--- src/sv/wsp_pkg.sv ---
// Shared types and constants for the WAVE stream parser.
`default_nettype none

package wsp_pkg;

    localparam int IN_TDATA_W  = 8;
    localparam int OUT_TDATA_W = 56;
    localparam int OUT_TUSER_W = 3;

    localparam logic [31:0] TAG_RIFF = 32'h4646_4952;
    localparam logic [31:0] TAG_WAVE = 32'h4556_4157;
    localparam logic [31:0] TAG_FMT  = 32'h2074_6d66;
    localparam logic [31:0] TAG_DATA = 32'h6174_6164;

    localparam logic [2:0] ST_OK        = 3'd0;
    localparam logic [2:0] ST_NOT_RIFF  = 3'd1;
    localparam logic [2:0] ST_NOT_WAVE  = 3'd2;
    localparam logic [2:0] ST_NOT_PCM   = 3'd3;
    localparam logic [2:0] ST_BAD_FMT   = 3'd4;
    localparam logic [2:0] ST_NO_FMT    = 3'd5;
    localparam logic [2:0] ST_TRUNCATED = 3'd6;

    localparam logic [15:0] PCM_KIND = 16'd1;

    typedef enum logic [2:0] {
        PH_RIFF = 3'd0,
        PH_HDR  = 3'd1,
        PH_FMT  = 3'd2,
        PH_SKIP = 3'd3,
        PH_DATA = 3'd4,
        PH_DROP = 3'd5
    } phase_t;

    typedef struct packed {
        phase_t      phase;
        logic [4:0]  idx;
        logic [31:0] shift;
        logic [31:0] tag;
        logic [31:0] left;
        logic [15:0] kind;
        logic [15:0] chans;
        logic [31:0] rate;
        logic [15:0] bits;
        logic        fmt_seen;
    } parse_state_t;

    typedef struct packed {
        logic        have;
        logic        dv;
        logic        df;
        logic        done;
        logic [2:0]  status;
        logic [7:0]  data_byte;
        logic [1:0]  chans;
        logic [31:0] rate;
        logic [4:0]  bits;
    } parse_result_t;

    localparam parse_state_t PARSE_RESET = '{
        phase:    PH_RIFF,
        idx:      5'd0,
        shift:    32'd0,
        tag:      32'd0,
        left:     32'd0,
        kind:     16'd0,
        chans:    16'd0,
        rate:     32'd0,
        bits:     16'd0,
        fmt_seen: 1'b0
    };

endpackage

`default_nettype wire

--- src/sv/wsp_step.sv ---
// Per-byte parse step: next parser state and the result for one input byte.
`default_nettype none

module wsp_step (
    input  wire wsp_pkg::parse_state_t  cur,
    input  wire logic [7:0]             in_byte,
    input  wire logic                   in_last,
    output wsp_pkg::parse_state_t       nxt,
    output wsp_pkg::parse_result_t      res
);
    import wsp_pkg::*;

    logic [31:0]  shift_new;
    logic [31:0]  left_dec;
    logic [15:0]  bits_new;
    logic [2:0]   err;
    logic         chan_ok;
    logic         bits_ok;
    parse_state_t post;

    assign shift_new = {in_byte, cur.shift[31:8]};
    assign left_dec  = cur.left - 32'd1;
    assign bits_new  = shift_new[31:16];
    assign chan_ok   = (cur.chans == 16'd1) || (cur.chans == 16'd2);
    assign bits_ok   = (bits_new == 16'd8) || (bits_new == 16'd16);

    // error detection on header tags and the format body
    always_comb begin
        err = ST_OK;
        unique case (cur.phase)
            PH_RIFF: begin
                if (cur.idx == 5'd3 && shift_new != TAG_RIFF) begin
                    err = ST_NOT_RIFF;
                end else if (cur.idx == 5'd11 && shift_new != TAG_WAVE) begin
                    err = ST_NOT_WAVE;
                end
            end
            PH_FMT: begin
                if (cur.idx == 5'd15) begin
                    if (cur.kind != PCM_KIND) begin
                        err = ST_NOT_PCM;
                    end else if (!chan_ok || !bits_ok) begin
                        err = ST_BAD_FMT;
                    end
                end
            end
            default: err = ST_OK;
        endcase
    end

    // next state
    always_comb begin
        post = cur;
        if (cur.phase != PH_DROP) begin
            post.shift = shift_new;
        end
        unique case (cur.phase)
            PH_RIFF: begin
                if (cur.idx == 5'd11 && err == ST_OK) begin
                    post.phase = PH_HDR;
                    post.idx   = 5'd0;
                end else begin
                    post.idx = cur.idx + 5'd1;
                end
            end
            PH_HDR: begin
                if (cur.idx == 5'd3) begin
                    post.tag = shift_new;
                end
                if (cur.idx == 5'd7) begin
                    post.left = shift_new;
                    post.idx  = 5'd0;
                    if (cur.tag == TAG_FMT) begin
                        post.phase = PH_FMT;
                    end else if (shift_new == 32'd0) begin
                        post.phase = PH_HDR;
                    end else if (cur.tag == TAG_DATA) begin
                        post.phase = PH_DATA;
                    end else begin
                        post.phase = PH_SKIP;
                    end
                end else begin
                    post.idx = cur.idx + 5'd1;
                end
            end
            PH_FMT: begin
                if (cur.idx == 5'd1) begin
                    post.kind = shift_new[31:16];
                end
                if (cur.idx == 5'd3) begin
                    post.chans = shift_new[31:16];
                end
                if (cur.idx == 5'd7) begin
                    post.rate = shift_new;
                end
                if (cur.idx == 5'd15) begin
                    post.bits = bits_new;
                    if (err == ST_OK) begin
                        post.fmt_seen = 1'b1;
                        post.idx      = 5'd0;
                        // extra format bytes beyond the 16-byte body are skipped
                        if (cur.left > 32'd16) begin
                            post.left  = cur.left - 32'd16;
                            post.phase = PH_SKIP;
                        end else begin
                            post.left  = 32'd0;
                            post.phase = PH_HDR;
                        end
                    end
                end else begin
                    post.idx = cur.idx + 5'd1;
                end
            end
            PH_SKIP: begin
                post.left = left_dec;
                if (left_dec == 32'd0) begin
                    post.phase = PH_HDR;
                    post.idx   = 5'd0;
                end
            end
            PH_DATA: begin
                post.left = left_dec;
                post.idx  = 5'd1;
                if (left_dec == 32'd0) begin
                    post.phase = PH_HDR;
                    post.idx   = 5'd0;
                end
            end
            default: begin
            end
        endcase
        if (err != ST_OK) begin
            post.phase = PH_DROP;
        end
    end

    // the last byte of a file always rearms the parser
    assign nxt = in_last ? PARSE_RESET : post;

    // result fields
    always_comb begin
        res        = '0;
        res.dv     = (cur.phase == PH_DATA);
        res.df     = (cur.phase == PH_DATA) && (cur.idx == 5'd0);
        res.done   = (err != ST_OK) || (in_last && cur.phase != PH_DROP);
        if (err != ST_OK) begin
            res.status = err;
        end else if (in_last && cur.phase != PH_DROP) begin
            if (post.phase == PH_HDR && post.idx == 5'd0) begin
                res.status = post.fmt_seen ? ST_OK : ST_NO_FMT;
            end else begin
                res.status = ST_TRUNCATED;
            end
        end else begin
            res.status = ST_OK;
        end
        res.data_byte = res.dv ? in_byte : 8'd0;
        if (res.done && res.status == ST_OK) begin
            res.chans = post.chans[1:0];
            res.rate  = post.rate;
            res.bits  = post.bits[4:0];
        end
        res.have = res.dv || res.done;
    end

endmodule

`default_nettype wire

--- src/sv/wave_stream_parser.sv ---
// WAVE stream parser top level: parser state, output register and handshake.
//
// Input: one byte of a RIFF WAVE file per transfer on s_axis, s_axis_tlast on the
// final byte of the file. Output: zero or one transfer per input byte on m_axis:
// a payload byte from a data chunk (tuser bit 0, bit 1 on the first byte of each
// data chunk), and/or a completion report (tuser bit 2) carrying the status and,
// for status ok, the channel count, sample rate and bits per sample.
// An input transfer's result is in the output register in the next cycle.
// Throughput is one byte per cycle while m_axis is not stalled: the whole parse
// step is one level of compares and 32-bit counter updates between the state
// registers and the output register.
// s_axis_tready is high whenever the output register is empty or being drained
// in the same cycle, so a stall on m_axis holds the pending result and stops
// input only while it lasts.
// After an error the rest of the file is dropped without results; the last byte
// of any file rearms the parser for the next file.
// Reset (aresetn low, synchronous) empties the output register and returns the
// parser to the start of a file with no format held.
`default_nettype none

module wave_stream_parser (
    input  wire logic                              aclk,
    input  wire logic                              aresetn,
    input  wire logic                              s_axis_tvalid,
    output logic                                   s_axis_tready,
    // [7:0] in_byte
    input  wire logic [wsp_pkg::IN_TDATA_W-1:0]    s_axis_tdata,
    input  wire logic                              s_axis_tlast,
    output logic                                   m_axis_tvalid,
    input  wire logic                              m_axis_tready,
    // [7:0] data_byte, [10:8] status, [12:11] channel_count,
    // [44:13] sample_rate, [49:45] sample_bits, [55:50] zero
    output logic [wsp_pkg::OUT_TDATA_W-1:0]        m_axis_tdata,
    // [0] data_valid, [1] data_first, [2] done_res
    output logic [wsp_pkg::OUT_TUSER_W-1:0]        m_axis_tuser
);
    import wsp_pkg::*;

    parse_state_t               state_reg;
    parse_state_t               state_next;
    parse_result_t              res;
    logic                       accept;
    logic                       m_tvalid_reg;
    logic                       m_tvalid_next;
    logic [OUT_TDATA_W-1:0]     m_tdata_reg;
    logic [OUT_TDATA_W-1:0]     m_tdata_next;
    logic [OUT_TUSER_W-1:0]     m_tuser_reg;
    logic [OUT_TUSER_W-1:0]     m_tuser_next;

    wsp_step u_step (
        .cur     (state_reg),
        .in_byte (s_axis_tdata),
        .in_last (s_axis_tlast),
        .nxt     (state_next),
        .res     (res)
    );

    assign s_axis_tready = !m_tvalid_reg || m_axis_tready;
    assign accept        = s_axis_tvalid && s_axis_tready;

    always_comb begin
        m_tvalid_next = m_tvalid_reg;
        m_tdata_next  = m_tdata_reg;
        m_tuser_next  = m_tuser_reg;
        if (accept) begin
            m_tvalid_next = res.have;
            m_tdata_next  = {6'd0, res.bits, res.rate, res.chans, res.status, res.data_byte};
            m_tuser_next  = {res.done, res.df, res.dv};
        end else if (m_axis_tready) begin
            m_tvalid_next = 1'b0;
        end
    end

    always_ff @(posedge aclk) begin
        if (!aresetn) begin
            state_reg    <= PARSE_RESET;
            m_tvalid_reg <= 1'b0;
        end else begin
            if (accept) begin
                state_reg <= state_next;
            end
            m_tvalid_reg <= m_tvalid_next;
        end
    end

    always_ff @(posedge aclk) begin
        m_tdata_reg <= m_tdata_next;
        m_tuser_reg <= m_tuser_next;
    end

    assign m_axis_tvalid = m_tvalid_reg;
    assign m_axis_tdata  = m_tdata_reg;
    assign m_axis_tuser  = m_tuser_reg;

endmodule

`default_nettype wire

--- config.mk ---
export PLATFORM = sky130hd
export DESIGN_NAME = wave_stream_parser
export DESIGN_NICKNAME = d
export VERILOG_FILES = /design/src/sv/wsp_pkg.sv /design/src/sv/wsp_step.sv /design/src/sv/wave_stream_parser.sv
export SDC_FILE = /design/constraint.sdc
export NUM_CORES = 1
export LEC_CHECK = 0
export ABC_CLOCK_PERIOD_IN_PS = 3700
export BUFFER_PORTS_ARGS = -buffer_cell sky130_fd_sc_hd__buf_2
export CAP_MARGIN = 10
export CORE_ASPECT_RATIO = 1.25
export CORE_MARGIN = 5
export CORE_UTILIZATION = 50
export DETAILED_ROUTE_END_ITERATION = 10
export GPL_ROUTABILITY_DRIVEN = 1
export GPL_TIMING_DRIVEN = 0
export HOLD_SLACK_MARGIN = 0.02
export PLACE_DENSITY = 0.74
export SLEW_MARGIN = 20
export SYNTH_ARGS = -nofsm -noshare
export SYNTH_HDL_FRONTEND = slang
export SYNTH_HIERARCHICAL = 1
export SYNTH_SLANG_ARGS = --single-unit
--- constraint.sdc ---
create_clock -name aclk -period 3.7 [get_ports aclk]
set_clock_uncertainty 0.1 [all_clocks]
set_input_delay 0 -clock aclk [delete_from_list [all_inputs] [get_ports aclk]]
set_output_delay 0 -clock aclk [all_outputs]
set_load 0.01 [all_outputs]
==> flow_metrics.py <==
metrics = {
    "worst_setup_path": {
        "crit_slowest_cell": "or4_4",
        "cpPeakStageDelay_ps": 510,
        "worst-r2r-setup-slack_ps": -360,
        "cp_cell_sequence": "or4_4, or4_4, or4_4, a21oi_4, buf_6, nand3_4, a211oi_2, a2bb2o_4, or3_4, buf_6, buf_16, o21a_1",
        "cp_common_cell": "or4_4",
        "required_ps": 3890,
        "crit_start": "state_reg[163]",
        "crit_fanout": 8,
        "r2r-start": "state_reg[163]",
        "startpoint_type": "flop",
        "worst_ep_arrival_time_ps": 4250,
        "worstSetupPathType": "reg2reg",
        "crit_buf_inv": 3,
        "cp_top_family": "simple AND/OR/NAND/NOR gates",
        "end_kind": "flop",
    },
    "place": {
        "hpwl_um": 41040,
        "port_buffers": 59,
        "gp_congestion": 0.9965,
        "place_area_mm2": 0.01587,
        "dp_cells": 2458,
    },
    "clock_tree": {
        "clkLatencyLatePin_ps": 540,
        "cts_buffers": 25,
        "h-tree-depth": 1,
        "clock_sinks": 220,
        "cts_max_path_buffers": 3,
        "clock-root-buffer": "clkbuf_16",
        "cts_tree": "yes",
        "clk_pin_slew_ps": 60,
    },
    "route": {
        "first_pass_iters": 6,
        "ant_nets": 0,
        "wl_um": 58470,
        "drc": 0,
        "wl_per_cell_um": 23.00,
        "drt_iter0_drc": 1712,
        "via_count": 15658,
        "avgViaCountPerCell": 6.160,
    },
    "global_route": {
        "gr-total-overflow": 0,
        "grt_pass1_vias": 14876,
        "grt.total_usage_pct": 33.45,
        "grt_max_degree": 63,
        "antenna_found_initial": 0,
        "grt_pass1_wl_um": 87170,
    },
    "run": {
        "cap_violations": 0,
    },
    "die": {
        "dieArea_mm2": 0.03366,
        "core_mm2": 0.02994,
        "fp.dieW_um": 165.1,
        "fp.dieH_um": 203.9,
        "initial_core_util_pct": 50.23,
        "rows": 71,
        "io_pins": 74,
    },
    "layout": {
        "largest_reg_flops": 166,
        "instances_no_fill": 2542,
        "fin_util_pct": 60.26,
        "nFillCells": 2691,
        "nets": 2145,
        "area_growth_pct": 19.98,
        "drive_gt1_share_pct": 17.05,
        "num_antenna_cells": 0,
        "multi_input_area_mm2": 0.009873,
        "regArea_mm2": 0.004965,
        "design_area_mm2": 0.01804,
    },
    "logic_synthesis": {
        "syn_area_mm2": 0.01504,
        "synth.avg_cell_area_um2": 7.545,
        "syn_inst": 1993,
        "synth_warnings": 6,
    },
    "pwr": {
        "power_density_mw_per_mm2": 304.4,
        "irDropWorstVdd_uv": 334.2,
        "leakage_nw": 7.064,
    },
    "timing": {
        "fmax_mhz": 246.4,
        "layout_min_cycle_time_ps": 4058,
        "final_max_slew_viol_count": 0,
        "rsz0062_at_grt": "yes",
        "finalSetupViolations": 54,
        "hold_viol": 0,
        "finalCritPeriodShare_pct": 109.7,
        "slew_headroom_pct": 25.32,
        "worst_pin_slew_ps": 1120,
        "timing.final.ws_setup_ps": -358.1,
    },
    "hold_path": {
        "hp-start": "s_axis_tdata[6]",
        "hold_path.class": "in2reg",
    },
    "run_status": {
        "outcome": "finished with violations",
        "violations": "negative setup slack",
    },
}
## metrics by stage
| stage | setup TNS (ps) | setup slack (ps) | power (mW) | hold WS (ps) |
|---|---|---|---|---|
| floorplan | 0 | 4.181 | 2.872 | 12.33 |
| global placement | -109380 | -1622 | 3.029 | 189.5 |
| detailed placement | -108370 | -1610 | 3.036 | 196.2 |
| CTS | -10380 | -304.8 | 5.493 | 27.23 |
| global route | -18210 | -411.3 | 5.658 | 27.74 |
| finish | -13100 | -358.1 | 5.492 | 56.15 |
## tightest hold or removal path, cell delays in order
cell and delay, ps:
clkbuf_1 300, nand2_1 150, a21oi_1 70, nand2_1 60, mux2i_1 60
## worst paths after layout
path | endpoint | cells past startpoint
max reg2reg | m_axis_tdata[9] | 12
max | m_axis_tdata[9] | 12
min reg2reg | state_reg[106] | 2
min | state_reg[79] | 5
## placed cells by master (no fill, tap or decap), types with 7 or more instances in the layout
master / n
nand2_1: 585
mux2i_1: 221
dfxtp_1: 151
nor2_1: 133
a21oi_1: 126
clkbuf_1: 125
buf_2: 69
edfxtp_1: 53
buf_4: 47
nand3_1: 32
nor3_1: 31
nand4_1: 31
buf_6: 30
nor4_2: 30
o21ai_0: 29
a31oi_1: 28
clkbuf_16: 27
nor4_1: 25
nor4_4: 24
inv_1: 14
and3_1: 14
dfxtp_2: 12
or3_1: 12
xor2_1: 12
xnor2_1: 11
a211oi_1: 11
a211oi_2: 10
a21boi_0: 8
nand2b_1: 8
clkbuf_2: 8
nor2b_1: 8
buf_1: 7
or2_2: 7
o21a_1: 7
## power breakdown
part           internal, mW  switching [mW]
clock                  1.39            1.07
sequential             2.49          0.0341
combinational         0.170           0.338
total                  4.05            1.44
## routing by layer
metal / global-route usage [%] / part of all wire (%)
met5: 0 / 0
met4: 20.00 / 7.3
met3: 5.164 / 8.1
met2: 55.79 / 47
met1: 40.36 / 38
## repair_timing
item                                    in CTS  in global routing
cloned                                       1                  1
buffers inserted                            28                 18
pin swaps                                   29                 44
endpoints found under the setup margin     113                108
endpoints found under the hold margin        4                  0
gates resized for setup                    133                 95
hold buffers                                 6                  0
## final cells by class
type / count / area share (%)
multi-input combinational: 1560 / 54.73
tap: 401 / 2.781
inverter: 15 / 0.3121
clock buffer: 28 / 3.530
timing repair buffer: 113 / 4.459
sequential: 220 / 27.52
buffer: 188 / 5.798
clock inverter: 17 / 0.8738
(Power assumes the default switching activity.)
